**src/rtl/wspl_pkg.sv**
```systemverilog
// Shared types, constants and the control store for the wheel speed PI loop.
// No dependencies; every other file of the block imports this package.
package wspl_pkg;

    localparam int SCALE_FRAC_BITS = 8;

    localparam logic [2:0] REG_PROP_GAIN    = 3'd0;
    localparam logic [2:0] REG_INTEG_GAIN   = 3'd1;
    localparam logic [2:0] REG_INTEG_UPPER  = 3'd2;
    localparam logic [2:0] REG_INTEG_LOWER  = 3'd3;
    localparam logic [2:0] REG_SPEED_SCALE  = 3'd4;
    localparam logic [2:0] REG_COUNT_NEGATE = 3'd5;
    localparam logic [2:0] REG_DUTY_LIMIT   = 3'd6;

    localparam logic [1:0] DIR_STOP = 2'd0;
    localparam logic [1:0] DIR_FWD  = 2'd1;
    localparam logic [1:0] DIR_REV  = 2'd2;

    typedef logic [3:0] step_t;

    localparam step_t STEP_EDGE     = 4'd0;
    localparam step_t STEP_MUL_SPD  = 4'd1;
    localparam step_t STEP_SHIFT    = 4'd2;
    localparam step_t STEP_SPEED    = 4'd3;
    localparam step_t STEP_ERR      = 4'd4;
    localparam step_t STEP_SUM      = 4'd5;
    localparam step_t STEP_MUL_INT  = 4'd6;
    localparam step_t STEP_ADD      = 4'd7;
    localparam step_t STEP_TRUNC    = 4'd8;
    localparam step_t STEP_EMIT     = 4'd9;
    localparam step_t STEP_STOP     = 4'd10;

    typedef enum logic [1:0] {
        MUL_SPEED,
        MUL_PROP,
        MUL_INTEG
    } mul_sel_t;

    typedef enum logic [2:0] {
        ACC_HOLD,
        ACC_LOAD_SPD,
        ACC_LOAD_PROD,
        ACC_ADD_PROD,
        ACC_TRUNC_OUT
    } acc_op_t;

    typedef enum logic [1:0] {
        EMIT_NONE,
        EMIT_RUN,
        EMIT_STOP
    } emit_t;

    typedef enum logic [1:0] {
        SEQ_NEXT,
        SEQ_JZ,
        SEQ_DONE
    } seq_t;

    typedef struct packed {
        mul_sel_t mul_sel;
        logic     prod_en;
        acc_op_t  acc_op;
        logic     speed_en;
        logic     err_en;
        logic     sum_en;
        logic     edge_en;
        emit_t    emit;
        seq_t     seq;
        step_t    target;
    } ctrl_word_t;

    typedef struct packed {
        logic target_zero;
        logic out_free;
    } dp_status_t;

    typedef struct packed {
        logic [15:0]        prop_gain;
        logic [15:0]        integ_gain;
        logic [14:0]        integ_upper;
        logic signed [15:0] integ_lower;
        logic [15:0]        speed_scale;
        logic               count_negate;
        logic [15:0]        duty_limit;
    } cfg_t;

    localparam ctrl_word_t UCODE_NOP = '{
        mul_sel:  MUL_SPEED,
        prod_en:  1'b0,
        acc_op:   ACC_HOLD,
        speed_en: 1'b0,
        err_en:   1'b0,
        sum_en:   1'b0,
        edge_en:  1'b0,
        emit:     EMIT_NONE,
        seq:      SEQ_NEXT,
        target:   STEP_EDGE
    };

    function automatic ctrl_word_t ucode_rom(input step_t addr);
        ctrl_word_t w;
        w = UCODE_NOP;
        unique case (addr)
            STEP_EDGE:
            begin
                w.edge_en = 1'b1;
                w.seq     = SEQ_DONE;
            end
            STEP_MUL_SPD:
            begin
                w.mul_sel = MUL_SPEED;
                w.prod_en = 1'b1;
            end
            STEP_SHIFT:
            begin
                w.acc_op = ACC_LOAD_SPD;
            end
            STEP_SPEED:
            begin
                w.speed_en = 1'b1;
                w.seq      = SEQ_JZ;
                w.target   = STEP_STOP;
            end
            STEP_ERR:
            begin
                w.err_en = 1'b1;
            end
            STEP_SUM:
            begin
                w.sum_en  = 1'b1;
                w.mul_sel = MUL_PROP;
                w.prod_en = 1'b1;
            end
            STEP_MUL_INT:
            begin
                w.mul_sel = MUL_INTEG;
                w.prod_en = 1'b1;
                w.acc_op  = ACC_LOAD_PROD;
            end
            STEP_ADD:
            begin
                w.acc_op = ACC_ADD_PROD;
            end
            STEP_TRUNC:
            begin
                w.acc_op = ACC_TRUNC_OUT;
            end
            STEP_EMIT:
            begin
                w.emit = EMIT_RUN;
                w.seq  = SEQ_DONE;
            end
            STEP_STOP:
            begin
                w.emit = EMIT_STOP;
                w.seq  = SEQ_DONE;
            end
            default:
            begin
                w.seq = SEQ_DONE;
            end
        endcase
        return w;
    endfunction

endpackage

```
**src/rtl/wheel_speed_pi_loop.sv**
```systemverilog
// Top level of the wheel speed PI loop: configuration registers, sequencer and datapath.
// Depends on wspl_pkg, wspl_useq and wspl_dpath.
//
// Usage. Items enter on the item channel (item_valid, item_stall): op 0 is an
// encoder edge that steps the saturating pulse counter, op 1 is a sample tick
// that measures speed, runs the PI law and produces one result beat.
// Results leave on the result channel (result_valid, result_stall) with the
// direction, the duty value and the measured speed of that sample.
// Configuration is written through cfg_valid, cfg_ready, cfg_index and
// cfg_data; the user must write it only while the block is idle, which the
// block itself does not enforce; cfg_ready is always high.
// An edge item runs only the EDGE step of the microprogram. A tick runs
// MUL_SPD, SHIFT, SPEED, ERR, SUM, MUL_INT, ADD, TRUNC and EMIT in order and
// registers its result at EMIT; with a zero target it jumps from SPEED to STOP.
// The next item is taken once the microprogram is done, in which one shared
// multiplier serves the speed, proportional and integral products in turn.
// Reset clears the counter, the integral and the result valid flag and loads
// the default gains and limits.
// While the receiver stalls, a held result stays in the output register; a
// further tick waits at its final step until that beat is taken.
module wheel_speed_pi_loop
    import wspl_pkg::*;
#(
    parameter int COUNT_WIDTH     = 16,
    parameter int SPEED_FRAC_BITS = 4,
    parameter int GAIN_FRAC_BITS  = 8
)
(
    input  logic               clk,
    input  logic               rst_n,
    input  logic               item_valid,
    output logic               item_stall,
    input  logic               op,
    input  logic               phase_b,
    input  logic signed [15:0] setpoint,
    input  logic               restart,
    output logic               result_valid,
    input  logic               result_stall,
    output logic [1:0]         drive_dir,
    output logic [15:0]        duty,
    output logic signed [15:0] measured_speed,
    input  logic               cfg_valid,
    output logic               cfg_ready,
    input  logic [2:0]         cfg_index,
    input  logic [15:0]        cfg_data
);

    cfg_t       cfg_reg;
    cfg_t       cfg_next;
    ctrl_word_t ctrl;
    dp_status_t status;
    logic       busy;
    logic       accept;

    assign cfg_ready  = 1'b1;
    assign item_stall = busy;
    assign accept     = item_valid && !busy;

    always_comb
    begin
        cfg_next = cfg_reg;
        if (cfg_valid)
        begin
            unique case (cfg_index)
                REG_PROP_GAIN:    cfg_next.prop_gain    = cfg_data;
                REG_INTEG_GAIN:   cfg_next.integ_gain   = cfg_data;
                REG_INTEG_UPPER:  cfg_next.integ_upper  = cfg_data[14:0];
                REG_INTEG_LOWER:  cfg_next.integ_lower  = $signed(cfg_data);
                REG_SPEED_SCALE:  cfg_next.speed_scale  = cfg_data;
                REG_COUNT_NEGATE: cfg_next.count_negate = cfg_data[0];
                REG_DUTY_LIMIT:   cfg_next.duty_limit   = cfg_data;
                default:          cfg_next = cfg_reg;
            endcase
        end
    end

    always_ff @(posedge clk or negedge rst_n)
    begin
        if (!rst_n)
        begin
            cfg_reg.prop_gain    <= 16'd1280;
            cfg_reg.integ_gain   <= 16'd461;
            cfg_reg.integ_upper  <= 15'd32000;
            cfg_reg.integ_lower  <= -16'sd32000;
            cfg_reg.speed_scale  <= 16'd2872;
            cfg_reg.count_negate <= 1'b0;
            cfg_reg.duty_limit   <= 16'd4000;
        end
        else
        begin
            cfg_reg <= cfg_next;
        end
    end

    wspl_useq u_useq (
        .clk        (clk),
        .rst_n      (rst_n),
        .start      (accept),
        .start_tick (op),
        .status     (status),
        .ctrl       (ctrl),
        .busy       (busy)
    );

    wspl_dpath #(
        .COUNT_WIDTH     (COUNT_WIDTH),
        .SPEED_FRAC_BITS (SPEED_FRAC_BITS),
        .GAIN_FRAC_BITS  (GAIN_FRAC_BITS)
    ) u_dpath (
        .clk            (clk),
        .rst_n          (rst_n),
        .ctrl           (ctrl),
        .cfg            (cfg_reg),
        .accept         (accept),
        .phase_b        (phase_b),
        .setpoint       (setpoint),
        .restart        (restart),
        .status         (status),
        .result_valid   (result_valid),
        .result_stall   (result_stall),
        .drive_dir      (drive_dir),
        .duty           (duty),
        .measured_speed (measured_speed)
    );

endmodule

```
**src/rtl/wspl_useq.sv**
```systemverilog
// Microcode sequencer: step counter, control store read and conditional jumps.
// Depends on wspl_pkg for the control word, the status struct and the control store.
module wspl_useq
    import wspl_pkg::*;
(
    input  logic       clk,
    input  logic       rst_n,
    input  logic       start,
    input  logic       start_tick,
    input  dp_status_t status,
    output ctrl_word_t ctrl,
    output logic       busy
);

    logic       busy_reg;
    logic       busy_next;
    step_t      step_reg;
    step_t      step_next;
    ctrl_word_t word;
    logic       advance;

    always_comb
    begin
        word      = ucode_rom(step_reg);
        ctrl      = busy_reg ? word : UCODE_NOP;
        advance   = (word.emit == EMIT_NONE) || status.out_free;
        busy_next = busy_reg;
        step_next = step_reg;
        if (!busy_reg)
        begin
            if (start)
            begin
                busy_next = 1'b1;
                step_next = start_tick ? STEP_MUL_SPD : STEP_EDGE;
            end
        end
        else if (advance)
        begin
            unique case (word.seq)
                SEQ_NEXT: step_next = step_reg + 4'd1;
                SEQ_JZ:   step_next = status.target_zero ? word.target : step_reg + 4'd1;
                SEQ_DONE: busy_next = 1'b0;
                default:  busy_next = 1'b0;
            endcase
        end
    end

    always_ff @(posedge clk or negedge rst_n)
    begin
        if (!rst_n)
        begin
            busy_reg <= 1'b0;
            step_reg <= STEP_EDGE;
        end
        else
        begin
            busy_reg <= busy_next;
            step_reg <= step_next;
        end
    end

    assign busy = busy_reg;

endmodule

```
**src/rtl/wspl_dpath.sv**
```systemverilog
// Datapath: pulse counter, shared multiplier, accumulator, PI state and result register.
// Depends on wspl_pkg; driven one control word per cycle by wspl_useq.
module wspl_dpath
    import wspl_pkg::*;
#(
    parameter int COUNT_WIDTH     = 16,
    parameter int SPEED_FRAC_BITS = 4,
    parameter int GAIN_FRAC_BITS  = 8
)
(
    input  logic               clk,
    input  logic               rst_n,
    input  ctrl_word_t         ctrl,
    input  cfg_t               cfg,
    input  logic               accept,
    input  logic               phase_b,
    input  logic signed [15:0] setpoint,
    input  logic               restart,
    output dp_status_t         status,
    output logic               result_valid,
    input  logic               result_stall,
    output logic [1:0]         drive_dir,
    output logic [15:0]        duty,
    output logic signed [15:0] measured_speed
);

    localparam int AW     = (COUNT_WIDTH > 17) ? COUNT_WIDTH : 17;
    localparam int PRW    = AW + 17;
    localparam int SPD_SH = SCALE_FRAC_BITS - SPEED_FRAC_BITS;
    localparam int OUT_SH = GAIN_FRAC_BITS + SPEED_FRAC_BITS;

    localparam logic signed [PRW-1:0] SPD_BIAS = PRW'((64'd1 << SPD_SH) - 64'd1);
    localparam logic signed [PRW-1:0] OUT_BIAS = PRW'((64'd1 << OUT_SH) - 64'd1);
    localparam logic signed [PRW-1:0] SPD_MAX  = PRW'(32767);
    localparam logic signed [PRW-1:0] SPD_MIN  = -PRW'(32768);
    localparam logic signed [COUNT_WIDTH-1:0] CMAX = {1'b0, {(COUNT_WIDTH-1){1'b1}}};
    localparam logic signed [COUNT_WIDTH-1:0] CMIN = {1'b1, {(COUNT_WIDTH-1){1'b0}}};

    logic signed [COUNT_WIDTH-1:0] count_reg;
    logic signed [COUNT_WIDTH-1:0] count_next;
    logic signed [15:0]            integ_reg;
    logic signed [15:0]            integ_next;
    logic                          result_valid_reg;
    logic                          result_valid_next;

    logic                          phase_b_reg;
    logic signed [15:0]            target_reg;
    logic                          restart_reg;
    logic signed [PRW-1:0]         prod_reg;
    logic signed [PRW-1:0]         prod_next;
    logic signed [PRW-1:0]         acc_reg;
    logic signed [PRW-1:0]         acc_next;
    logic signed [15:0]            speed_reg;
    logic signed [15:0]            speed_next;
    logic signed [16:0]            err_reg;
    logic signed [16:0]            err_next;
    logic [1:0]                    dir_reg;
    logic [1:0]                    dir_next;
    logic [15:0]                   duty_reg;
    logic [15:0]                   duty_next;
    logic signed [15:0]            mspeed_reg;
    logic signed [15:0]            mspeed_next;

    logic signed [AW-1:0]          mul_a;
    logic signed [16:0]            mul_b;
    logic signed [PRW-1:0]         spd_round;
    logic signed [PRW-1:0]         out_round;
    logic signed [PRW-1:0]         spd_val;
    logic signed [17:0]            sum_raw;
    logic signed [17:0]            upper_ext;
    logic signed [17:0]            lower_ext;
    logic signed [PRW-1:0]         lim_pos;
    logic signed [PRW-1:0]         pwm_clamp;
    logic signed [PRW-1:0]         pwm_abs;
    logic                          out_free;
    logic                          target_zero;

    assign out_free    = !result_valid_reg || !result_stall;
    assign target_zero = (target_reg == 16'sd0);

    always_comb
    begin
        unique case (ctrl.mul_sel)
            MUL_SPEED:
            begin
                mul_a = AW'(count_reg);
                mul_b = $signed({1'b0, cfg.speed_scale});
            end
            MUL_PROP:
            begin
                mul_a = AW'(err_reg);
                mul_b = $signed({1'b0, cfg.prop_gain});
            end
            MUL_INTEG:
            begin
                mul_a = AW'(integ_reg);
                mul_b = $signed({1'b0, cfg.integ_gain});
            end
            default:
            begin
                mul_a = AW'(count_reg);
                mul_b = $signed({1'b0, cfg.speed_scale});
            end
        endcase
        prod_next = ctrl.prod_en ? (mul_a * mul_b) : prod_reg;

        spd_round = prod_reg + (prod_reg[PRW-1] ? SPD_BIAS : '0);
        out_round = acc_reg + (acc_reg[PRW-1] ? OUT_BIAS : '0);
        unique case (ctrl.acc_op)
            ACC_HOLD:      acc_next = acc_reg;
            ACC_LOAD_SPD:  acc_next = spd_round >>> SPD_SH;
            ACC_LOAD_PROD: acc_next = prod_reg;
            ACC_ADD_PROD:  acc_next = acc_reg + prod_reg;
            ACC_TRUNC_OUT: acc_next = out_round >>> OUT_SH;
            default:       acc_next = acc_reg;
        endcase

        spd_val    = cfg.count_negate ? -acc_reg : acc_reg;
        speed_next = speed_reg;
        count_next = count_reg;
        integ_next = integ_reg;
        if (ctrl.speed_en)
        begin
            priority if (spd_val > SPD_MAX)
                speed_next = 16'sh7fff;
            else if (spd_val < SPD_MIN)
                speed_next = -16'sh8000;
            else
                speed_next = spd_val[15:0];
            count_next = '0;
            if (target_zero || restart_reg)
            begin
                integ_next = '0;
            end
        end

        if (ctrl.edge_en)
        begin
            if (!phase_b_reg && (count_reg != CMAX))
            begin
                count_next = count_reg + COUNT_WIDTH'(1);
            end
            else if (phase_b_reg && (count_reg != CMIN))
            begin
                count_next = count_reg - COUNT_WIDTH'(1);
            end
        end

        err_next  = ctrl.err_en ? (17'(target_reg) - 17'(speed_reg)) : err_reg;

        sum_raw   = 18'(integ_reg) + 18'(err_reg);
        upper_ext = $signed({3'b000, cfg.integ_upper});
        lower_ext = 18'($signed(cfg.integ_lower));
        if (ctrl.sum_en)
        begin
            priority if (sum_raw > upper_ext)
                integ_next = upper_ext[15:0];
            else if (sum_raw < lower_ext)
                integ_next = lower_ext[15:0];
            else
                integ_next = sum_raw[15:0];
        end

        lim_pos = $signed(PRW'(cfg.duty_limit));
        priority if (acc_reg > lim_pos)
            pwm_clamp = lim_pos;
        else if (acc_reg < -lim_pos)
            pwm_clamp = -lim_pos;
        else
            pwm_clamp = acc_reg;
        pwm_abs = pwm_clamp[PRW-1] ? -pwm_clamp : pwm_clamp;

        result_valid_next = result_valid_reg && result_stall;
        dir_next          = dir_reg;
        duty_next         = duty_reg;
        mspeed_next       = mspeed_reg;
        if ((ctrl.emit != EMIT_NONE) && out_free)
        begin
            result_valid_next = 1'b1;
            mspeed_next       = speed_reg;
            if (ctrl.emit == EMIT_STOP)
            begin
                dir_next  = DIR_STOP;
                duty_next = '0;
            end
            else
            begin
                priority if (pwm_clamp > 0)
                    dir_next = DIR_FWD;
                else if (pwm_clamp < 0)
                    dir_next = DIR_REV;
                else
                    dir_next = DIR_STOP;
                duty_next = pwm_abs[15:0];
            end
        end
    end

    always_ff @(posedge clk or negedge rst_n)
    begin
        if (!rst_n)
        begin
            count_reg        <= '0;
            integ_reg        <= '0;
            result_valid_reg <= 1'b0;
        end
        else
        begin
            count_reg        <= count_next;
            integ_reg        <= integ_next;
            result_valid_reg <= result_valid_next;
        end
    end

    always_ff @(posedge clk)
    begin
        if (accept)
        begin
            phase_b_reg <= phase_b;
            target_reg  <= setpoint;
            restart_reg <= restart;
        end
        prod_reg   <= prod_next;
        acc_reg    <= acc_next;
        speed_reg  <= speed_next;
        err_reg    <= err_next;
        dir_reg    <= dir_next;
        duty_reg   <= duty_next;
        mspeed_reg <= mspeed_next;
    end

    assign status.target_zero = target_zero;
    assign status.out_free    = out_free;
    assign result_valid       = result_valid_reg;
    assign drive_dir          = dir_reg;
    assign duty               = duty_reg;
    assign measured_speed     = mspeed_reg;

endmodule
```
**config.mk**
```make
export PLATFORM = sky130hd
export DESIGN_NAME = wheel_speed_pi_loop
export DESIGN_NICKNAME = d
export VERILOG_FILES = /design/src/rtl/wspl_pkg.sv /design/src/rtl/wheel_speed_pi_loop.sv /design/src/rtl/wspl_useq.sv /design/src/rtl/wspl_dpath.sv
export SDC_FILE = /design/constraint.sdc
export NUM_CORES = 2
export LEC_CHECK = 0
export ABC_AREA = 1
export BUFFER_PORTS_ARGS = -buffer_cell sky130_fd_sc_hd__clkbuf_2
export CAP_MARGIN = 40
export CORE_MARGIN = 2
export CORE_UTILIZATION = 27
export DETAILED_ROUTE_END_ITERATION = 6
export GPL_TIMING_DRIVEN = 0
export HOLD_SLACK_MARGIN = 0.06
export SETUP_SLACK_MARGIN = 0.02
export SLEW_MARGIN = 15
export SYNTH_ARGS = -nofsm -noshare
export SYNTH_HDL_FRONTEND = slang
export SYNTH_SLANG_ARGS = --single-unit
```
**constraint.sdc**
```tcl
create_clock -name clk -period 13.85 [get_ports clk]
set_input_delay 2.77 -clock clk [delete_from_list [all_inputs] [get_ports clk]]
set_output_delay 2.77 -clock clk [all_outputs]
set_load 0.05 [all_outputs]
```
# == Word-level counts from Yosys, hierarchy flattened ==
# Cells that the tools add are included.
# op_classes
eq_ne,28
add_sub_neg,11
reduce_logical,34
order_cmp,8
mul,1
mux,42
# op_table
op,count
$mux W16,11
$pmux W34 S4,1
$add A34 B34 Y34,3
$mux W34,3
$gt A34 B1 Y1 const B,1
$gt A34 B16 Y1 const B,1
$gt A34 B17 Y1,1
$lt A34 B1 Y1 const B,1
$lt A34 B16 Y1 const B,1
$lt A34 B34 Y1,1
$mul A17 B17 Y34,1
$neg A16 Y34,1
$neg A34 Y34,1
$pmux W17 S2,1
$ne A16 B16 Y1 const B,2
$pmux W16 S2,1
$mux W4,6
$add A16 B17 Y18,1
$gt A18 B16 Y1,1
$lt A18 B16 Y1,1
$mux W18,1
$sub A16 B16 Y17,1
$add A16 B2 Y16 const B,1
$eq A4 B3 Y1 const B,4
33 further kinds,77
# word_totals
out_inout_bits,37
in_bits,43
ff_bits,287
wordCells,147

# == Depth between registers and ports, before layout ==
# logic_depth
ltp_word,8
depth_mapped,39
mapped_depth_nobuf,36

# == Cells and area by module ==
# A second synthesis with hierarchy kept.
# hier_totals
hier_cells,4193
area_unflattened_um2,32598.8
# by_module_without_submodules
module,seq_area_each_um2,area_per_inst_um2,cells_each,n_inst
wspl_dpath,5420.2,28102.0,3670,1
wheel_speed_pi_loop,2438.6,3865.0,431,1
wspl_useq,125.1,631.9,92,1

# == Worst setup path after synthesis ==
# Ideal clock, no wire load.
# synth_timing
path_type,flip-flop to flip-flop
from,"register u_useq.busy_reg, in the netlist u_useq.busy"
to,register u_dpath.prod_reg[31] (data pin)
setup_slack_ns,5.320
setup_time_ns,0.262
path_stages_with_launch,32
t_arrival_ns,8.267
synth_period_minus_slack_ns,8.530
required_time_ns,13.588
n_path_buf,6
cell_sequence,dfrtp_1 clkbuf_1 inv_1 clkbuf_1 nor2_1 clkbuf_1 ha_1 clkbuf_1 clkbuf_1 nand2_1 nand3_1 o21ai_0 clkbuf_1 inv_1 nand2_1 fa_1 inv_1 fa_1 fa_1 fa_1 fa_1 inv_1 fa_1 inv_1 ha_1 nand2_1 o311a_1 inv_1 a31oi_1 o21ai_0 a21oi_1 xor2_1
# synth_between
elab_chain_len,4
elab_cells_between_ends,6
classes_between,1 x mul; 2 x eq/ne; 3 x mux
# synth_rtl
item,line,text
from (decl),wspl_useq.sv:15,logic busy_reg;
from (signal assigned),wspl_useq.sv:57,busy_reg <= busy_next;
$mux W18 *,wspl_useq.sv:25,ctrl = busy_reg ? word : UCODE_NOP;
$eq A2 B2 Y1 / $eq A2 B1 Y1 (equally long branches),wspl_dpath.sv:83,unique case (ctrl.mul_sel)
$pmux W17 S2 / $pmux W16 S2 (equally long branches),wspl_dpath.sv:83,
$mul A17 B17 Y34 *,wspl_dpath.sv:105,prod_next = ctrl.prod_en ? (mul_a * mul_b) : prod_reg;
to (signal assigned),wspl_dpath.sv:223,prod_reg <= prod_next;
to (decl),wspl_dpath.sv:49,logic signed [PRW-1:0] prod_reg;
# Mark *: on every way between the ends. The rest lies on a longest branch, timed or not.
# A chain may end at the register's enable or synchronous reset.

# == Final worst setup path ==
# Ends and elaborated chain as after synthesis.

==> results.json <==
{
  "status": "finished clean",
  "layout-drive-gt1-share_pct": 6.900,
  "min_path_cells": 0,
  "critical_path.endpoint_type": "flip-flop",
  "timing.rr.end": "u_dpath.prod_reg[31]$_DFFE_PP_",
  "maxSlewViolCount": 0,
  "grt_use_total_pct": 16.51,
  "tns_ns": 0,
  "antenna_found_initial": 5,
  "die_h_um": 347.7,
  "drt-pass1-iter-count": 6,
  "cp.required_ns": 14.12,
  "min_to": "u_dpath.measured_speed[10]$_DFFE_PP_",
  "synth-seq-area-share_pct": 25.03,
  "holdBufCountCts": 0,
  "clk_pin_slew_ns": 0.06,
  "final-setup-viol-count": 0,
  "syn_inst": 4092,
  "post_cts.repair.setup_buffers": 0,
  "path_max_fanout": 10,
  "critPathKind": "flip-flop to flip-flop",
  "timing.critical_path.from": "u_useq.busy$_DFF_PN0_",
  "drv_cap": 0,
  "r2r_start": "u_useq.busy$_DFF_PN0_",
  "cts-root-buf": "clkbuf_16",
  "synth_top_area_cell": "fa_1",
  "reg2reg_depth": 34,
  "place_congestion": 0.9582,
  "synth.most_common_cell": "nand2_1",
  "drt_wl_total_mm": 101.7,
  "drtIter0Drc": 2373,
  "post-route-period-util_pct": 79.20,
  "crit_arrival_ns": 11.24,
  "hold_class": "flip-flop to flip-flop",
  "ys_ff_latch": 287,
  "core_um2": 117600,
  "ant_nets": 0,
  "grt_pass1_wl_mm": 156.2,
  "cts_buffers": 36,
  "fmax_ghz": 0.09116,
  "hold_start": "u_dpath.speed_reg[10]$_SDFFCE_PN1P_",
  "overflow": 0,
  "avgRoutedWirePerCell_um": 17.54,
  "avgViaCountPerCell": 4.869,
  "synth.top_cells.by_count": "nand2_1, inv_1, nor2_1",
  "worst-r2r-setup-slack_ns": 2.88,
  "avgSynthCellArea_um2": 7.794,
  "largest_reg_flops": 96,
  "grt_max_degree": 71,
  "vias": 28230,
  "hold_viol": 0,
  "rsz0062_at_grt": "no",
  "tightestPinTransition_ns": 0.9512,
  "die_area_um2": 120900,
  "synth_area_leaders": "fa_1, edfxtp_1, nand2_1",
  "synth_cell_types": 66,
  "cts_resized": 0,
  "slowest_stage": "nor2_1",
  "hold_slack_ns": 0.4526,
  "syn_nets": 4679,
  "fp.dieW_um": 347.7,
  "syn-cell-area_um2": 31890,
  "clock_latency_ns": 0.56,
  "max_stage_delay_ns": 0.64,
  "fp-row-count": 126,
  "finalClockSkew_ns": 0.02764,
  "cts_sinks": 287,
  "yosysWarnings": 0,
  "synth-async-reset-ratio_pct": 46.69,
  "synth-edff-count": 153,
  "ios": 80,
  "max-clock-path-buffers": 3,
  "nFillCells": 12637,
  "period_minus_slack_ns": 10.97,
  "grt_pass1_vias": 27346,
  "drc": 0,
  "post-dp-hpwl_mm": 83.99,
  "ys_dominant_reg_cell": "edfxtp_1",
  "start_util_pct": 27.12,
  "htree_levels": 2,
  "layout.nets": 4821,
  "synth_top_area_share_pct": 17.70,
  "cts_tree": "yes",
  "io_buffers": 78,
  "cp-start-kind": "flip-flop",
  "area_delta_synth_final_pct": 12.03,
  "relSlewSlack_pct": 36.35
}
-- worst max path at each step --
stage | endpoint | slack [ns]
6_report | u_dpath.prod_reg[31]$_DFFE_PP_ | 2.88
5_1_grt | u_dpath.prod_reg[33]$_DFFE_PP_ | 2.30
4_1_cts | u_dpath.prod_reg[33]$_DFFE_PP_ | 3.12
3_5_place_dp | u_dpath.prod_reg[33]$_DFFE_PP_ | 3.16
3_3_place_gp | u_dpath.prod_reg[33]$_DFFE_PP_ | 3.06
2_1_floorplan | u_dpath.prod_reg[31]$_DFFE_PP_ | 5.32
-- final cells by class --
| type | count | area, um^2 | share of cell area [%] |
|---|---|---|---|
| Clock inverter | 19 | 230.2 | 0.6444 |
| Clock buffer | 46 | 1010 | 2.826 |
| Antenna cell | 1 | 2.502 | 0.007004 |
| Buffer | 113 | 509.2 | 1.425 |
| Tap cell | 1536 | 1922 | 5.379 |
| Multi-Input combinational cell | 2947 | 20630 | 57.74 |
| Inverter | 745 | 2796 | 7.827 |
| Timing Repair Buffer | 104 | 645.6 | 1.807 |
| Sequential cell | 287 | 7984 | 22.35 |
-- layout by cell type (no fill, tap or decap), types with 19 or more instances in the layout --
cell type,count
a21oi_1,196
xnor2_1,26
o21ai_0,277
xor2_1,110
fa_1,282
o21ai_1,36
nor2_1,354
inv_1,735
nand3_1,173
nor4_1,19
dfstp_2,29
ha_1,262
clkbuf_1,87
nor3_1,53
nand4_1,62
nand2_1,893
dfrtp_1,105
buf_2,24
edfxtp_1,153
clkbuf_2,78
clkbuf_16,37
-- cells by family (layout without fill, tap and decap cells) --
kind of cell               count (synthesis)  in the layout  synth area share [%]
and+or+nand+nor                         1622           1622                 21.45
buffers and inverters                    858           1027                 10.37
AOI/OAI and AO/OA                        643            643                 11.37
adders and majority gates                544            544                 27.98
DFF                                      287            287                 25.03
xor gates and xnor gates                 137            137                 3.786
other                                      1              2               0.01176
-- routing by layer --
layer  global-route usage (%)  wire length, um
met1                    22.79            44870
met2                    26.95            46730
met3                    1.763             6736
met4                    5.389             3347
met5                        0                0
-- metrics by stage --
| stage | instances | setup WS (ns) | utilization, % | cell area (um^2) |
|---|---|---|---|---|
| after floorplan | 4092 | 5.320 | - | 31890 |
| after global placement | 5706 | 3.064 | 29.08 | 34200 |
| after detailed placement | 5730 | 3.160 | 29.31 | 34470 |
| after CTS | 5795 | 3.118 | 30.36 | 35710 |
| after global routing | 5797 | 2.295 | 30.38 | 35730 |
| final | 5798 | 2.880 | 30.38 | 35730 |
-- critical path: cells and delay by family, from the launching register on --
family | cells | cell delay, ns
fa+ha+maj | 8 | 3.68
buf+inv | 13 | 3.13
compound gates | 7 | 2.03
simple gates | 5 | 1.03
xor+xnor | 1 | 0.45
flops | 1 | 0.36
Power is not shown: default switching activity piles up to over one toggle a cycle in this logic, so the estimate is an artifact.
